===== config.mk =====
export PLATFORM = sky130hd
export DESIGN_NAME = clr_ctrl
export DESIGN_NICKNAME = d
export VERILOG_FILES = /design/src/design/clr_pkg.sv /design/src/design/clr_ctrl.sv
export SDC_FILE = /design/constraint.sdc
export NUM_CORES = 1
export LEC_CHECK = 0
export ABC_AREA = 1
export BUFFER_PORTS_ARGS = -buffer_cell sky130_fd_sc_hd__buf_2
export CAP_MARGIN = 20
export CORE_AREA = 2 2 39 41
export DETAILED_ROUTE_END_ITERATION = 7
export DIE_AREA = 0 0 41 43
export PLACE_DENSITY = 0.4
export SLEW_MARGIN = 20
export SYNTH_ARGS = -nofsm -noshare
export SYNTH_HDL_FRONTEND = slang
export SYNTH_SLANG_ARGS = --single-unit

===== constraint.sdc =====
create_clock -name i_clk -period 1.15 [get_ports i_clk]
set_input_delay 0.115 -clock i_clk [delete_from_list [all_inputs] [get_ports i_clk]]
set_output_delay 0.115 -clock i_clk [all_outputs]
set_load 0.01 [all_outputs]

===== src/design/clr_pkg.sv =====
// Shared constants, codes and controller/datapath interface types for the
// log capture ring. No dependencies.
`timescale 1ns / 1ps

package clr_pkg;

    localparam int LOG_DEPTH = 4096;
    localparam int IDX_W     = $clog2(LOG_DEPTH);
    localparam int CNT_W     = IDX_W + 1;
    localparam int OFF_W     = 12;
    localparam int RET_W     = 13;
    localparam int BYTE_W    = 8;
    localparam int CMP_W     = (CNT_W > OFF_W) ? CNT_W : OFF_W;

    localparam logic [BYTE_W-1:0] CH_LF = 8'h0A;
    localparam logic [BYTE_W-1:0] CH_CR = 8'h0D;

    localparam logic OP_APPEND = 1'b0;
    localparam logic OP_READ   = 1'b1;
    localparam logic KIND_TX   = 1'b0;
    localparam logic KIND_RD   = 1'b1;

    typedef enum logic [1:0] {
        SRC_IN = 2'd0,
        SRC_CR = 2'd1,
        SRC_LF = 2'd2
    } t_src;

    typedef struct packed {
        logic capture;
        logic store;
        t_src src;
        logic emit_tx;
        logic tx_last;
        logic rd_start;
        logic emit_rd;
    } t_cmd;

    typedef struct packed {
        logic out_free;
        logic op_read;
        logic byte_is_lf;
    } t_stat;

endpackage


===== src/design/clr_ctrl.sv =====
// Sequencing state machine for the log capture ring.
// Depends on clr_pkg; drives commands into clr_dpath.
`timescale 1ns / 1ps

module clr_ctrl import clr_pkg::*; (
    input  logic  i_clk,
    input  logic  i_rst_n,
    input  logic  i_in_valid,
    output logic  o_in_ready,
    input  t_stat i_stat,
    output t_cmd  o_cmd
);

    typedef enum logic [2:0] {
        S_IDLE = 3'b001,
        S_LF   = 3'b010,
        S_RD   = 3'b100
    } t_state;

    t_state r_state;
    t_state n_state;

    always_comb begin
        n_state    = r_state;
        o_cmd      = '0;
        o_cmd.src  = SRC_IN;
        o_in_ready = 1'b0;
        case (r_state)
            S_IDLE: begin
                o_in_ready = i_stat.out_free;
                if (i_in_valid && i_stat.out_free) begin
                    o_cmd.capture = 1'b1;
                    if (i_stat.op_read) begin
                        o_cmd.rd_start = 1'b1;
                        n_state        = S_RD;
                    end else if (i_stat.byte_is_lf) begin
                        // CR goes first, LF follows next free slot
                        o_cmd.store   = 1'b1;
                        o_cmd.src     = SRC_CR;
                        o_cmd.emit_tx = 1'b1;
                        n_state       = S_LF;
                    end else begin
                        o_cmd.store   = 1'b1;
                        o_cmd.emit_tx = 1'b1;
                        o_cmd.tx_last = 1'b1;
                    end
                end
            end
            S_LF: begin
                if (i_stat.out_free) begin
                    o_cmd.store   = 1'b1;
                    o_cmd.src     = SRC_LF;
                    o_cmd.emit_tx = 1'b1;
                    o_cmd.tx_last = 1'b1;
                    n_state       = S_IDLE;
                end
            end
            S_RD: begin
                if (i_stat.out_free) begin
                    o_cmd.emit_rd = 1'b1;
                    n_state       = S_IDLE;
                end
            end
            default: begin
                n_state = S_IDLE;
            end
        endcase
    end

    always_ff @(posedge i_clk) begin
        if (!i_rst_n) begin
            r_state <= S_IDLE;
        end else begin
            r_state <= n_state;
        end
    end

endmodule


==> flow_metrics.env <==
export IMPL_htreeDepth=1
export IMPL_rrSetupSlack_ps=80
export IMPL_diodes=0
export IMPL_finalMaxSlewViolations=0
export IMPL_async_flop_share=0
export IMPL_synth_largest_area_cell="dfxtp_1"
export IMPL_gp_congestion=0.655
export IMPL_synth_edf_count=0
export IMPL_yosys_warnings=0
export IMPL_synthTopCellsByCount="nand2_1 (11), nor2_1 (6), inv_1 (4)"
export IMPL_r2r_end="r_state[0]$_SDFFE_PN1P_"
export IMPL_antenna_found_initial=0
export IMPL_status="finished, violations left"
export IMPL_syn_inst=43
export IMPL_cp_num_buf_inv=3
export IMPL_grt_setup_unrepaired="yes"
export IMPL_hold_path_class="in2reg"
export IMPL_crit_family="simple AND/OR/NAND/NOR gates"
export IMPL_p_total_uw=1130
export IMPL_setup_slack_ps=-175
export IMPL_setup_viol=9
export IMPL_portBuffers=14
export IMPL_setup_tns_ps=-1100
export IMPL_syn2layout_area_growth_pct=66.3
export IMPL_wirelength_um=682
export IMPL_die_area_um2=1760
export IMPL_drcViolationCount=0
export IMPL_clockRootBuffer="clkbuf_4"
export IMPL_largest_register="r_state"
export IMPL_violations="setup timing"
export IMPL_ys_seq_area_frac=0.231
export IMPL_max_cap_viol_count=0
export IMPL_ios=15
export IMPL_synth_distinct_cells=16
export IMPL_reg_largest_list="r_state (3)"
export IMPL_design_core_area_um2=1380
export IMPL_finalNetCount=72
export IMPL_worst_r2r_path_depth=5
export IMPL_grt_pass1_vias=263
export IMPL_clock_latency_ps=230
export IMPL_synth_ff_type="dfxtp_1"
export IMPL_synth_fp_nets=49
export IMPL_critical_path_class="reg2out"
export IMPL_hold_viol=0
export IMPL_max_slew_margin_rel=0.834
export IMPL_largest_reg_flops=3
export IMPL_yosys_cell_count_top_type="nand2_1"
export IMPL_crit_chain="inv_2 -> nand2_2 -> nor2_4 -> inv_2 -> nor2_4 -> nand2_1 -> nand2_2 -> buf_2"
export IMPL_fp_dieW_um=41
export IMPL_worstSetupPathDepth=8
export IMPL_ys_ff_latch=3
export IMPL_die_y_um=43
export IMPL_seqCellArea_um2=66.3
export IMPL_pwr_density_cell_nw_per_um2=2600
export IMPL_cp_data_arrival_time_ps=1210
export IMPL_drive_gt1_frac=0.554
export IMPL_synth_area_top_cells="dfxtp_1 (23%), nand2_1 (16%), nor2_1 (8.7%), o21ai_4 (6.3%), nand3_1 (5.8%)"
export IMPL_synth_top_cell_area_share=0.231
export IMPL_globalRouteOverflowTotal=0
export IMPL_grt_max_degree=7
export IMPL_num_fill_cells=165
export IMPL_ant_nets=0
export IMPL_first_iter_violations=5
export IMPL_endpoint_kind="output port"
export IMPL_critPathLaunchType="flip-flop"
export IMPL_dp_hpwl_um=559
export IMPL_r2r_start="r_state[1]$_SDFFE_PN0P_"
export IMPL_slowest_delay_ps=330
export IMPL_fin_skew_ps=1.39
export IMPL_clk_pin_slew_worst_paths_ps=40
export IMPL_p_leak_uw=0.000237
export IMPL_cp_startpoint="r_state[1]$_SDFFE_PN0P_"
export IMPL_wl_per_cell_um=8.42
export IMPL_synthesis_area_um2=260
export IMPL_rows=14
export IMPL_clkSinkCount=3
export IMPL_multi_input_area_um2=186
export IMPL_grt_usage=0.0873
export IMPL_fmax_mhz=755
export IMPL_tightest_slew_ps=248
export IMPL_worst_ir_drop_vdd_uv=1000
export IMPL_start_util=0.188
export IMPL_fin_crit_ps=1330
export IMPL_fin_crit_sh=1.15
export IMPL_clk_path_buf_depth=2
export IMPL_required_ps=1030
export IMPL_ctsHoldBuffers=0
export IMPL_syn_avg_cell_area_um2=6.05
export IMPL_viasPerCell=3.93
export IMPL_tritoncts="yes"
export IMPL_hp_start="i_rst_n"
export IMPL_cp_endpoint="o_cmd[3]"
export IMPL_cts_buffers=3
export IMPL_dr_pass1_iters=5
export IMPL_grt_pass1_wl_um=1040
export IMPL_vias=318
export IMPL_crit_fanout=5
export IMPL_whs_ps=107
export IMPL_critPathSlowestCell="dfxtp_2"
==> metal layers <==
layer  up-vias  wire, um  global-route usage
li1        182         -                   -
met1       128       344               0.115
met2         8       311               0.122
met3         0        27              0.0471
met4         0         0              0.0200
met5         -         0                   0
==> cell families after synthesis <==
| kind of cell | after synthesis | synth area share |
|---|---|---|
| compound gates | 5 | 0.139 |
| buf+inv | 8 | 0.130 |
| flops | 3 | 0.231 |
| simple gates | 27 | 0.500 |
==> repair_timing <==
| item | in CTS | in global routing |
|---|---|---|
| endpoints found under the hold margin | 0 | 0 |
| buffers inserted | 1 | 0 |
| pin swaps | 2 | 0 |
| setup endpoints to repair | 9 | 10 |
| gates resized for setup | 4 | 2 |
==> cell type report <==
type	count	area share
tap	16	0.0462
timing repair buffer	19	0.249
multi-input combinational	32	0.431
sequential	3	0.153
inverter	7	0.0607
clock buffer	4	0.0607
==> report_power, final <==
group,internal (uW),switching (uW),total [uW]
clock network,130,52.4,182
registers,164,65.3,230
logic,324,391,715
==> metrics by stage <==
stage	utilization	instances	setup slack, ps	area (um2)
finish	0.313	81	-175	433
global route	0.313	81	-282	433
CTS	0.307	81	-201	425
detailed placement	0.278	76	-9.47	385
global placement	0.278	76	1.82	385
floorplan	-	43	-9.79	273
==> cell usage in the layout, fill, tap and decap left out, types with 2 or more instances in the layout <==
master	n
nor2_1	6
dfxtp_2	2
a21oi_1	2
nor2_4	2
clkbuf_4	3
inv_2	3
nand2_1	10
inv_1	4
nand2_2	3
nand3_1	3
buf_2	14
buf_4	5
==> worst min path at each step <==
| stage | end | slack, ps | cells past startpoint |
|---|---|---|---|
| 5_1_grt | r_state[0]$_SDFFE_PN1P_ | 120 | 2 |
| 2_1_floorplan | r_state[0]$_SDFFE_PN1P_ | 200 | 1 |
| 3_5_place_dp | r_state[0]$_SDFFE_PN1P_ | 340 | 2 |
| 6_report | r_state[0]$_SDFFE_PN1P_ | 110 | 2 |
| 3_3_place_gp | r_state[0]$_SDFFE_PN1P_ | 350 | 2 |
| 4_1_cts | r_state[0]$_SDFFE_PN1P_ | 100 | 2 |
No activity file was read; power rests on OpenSTA's default activity.
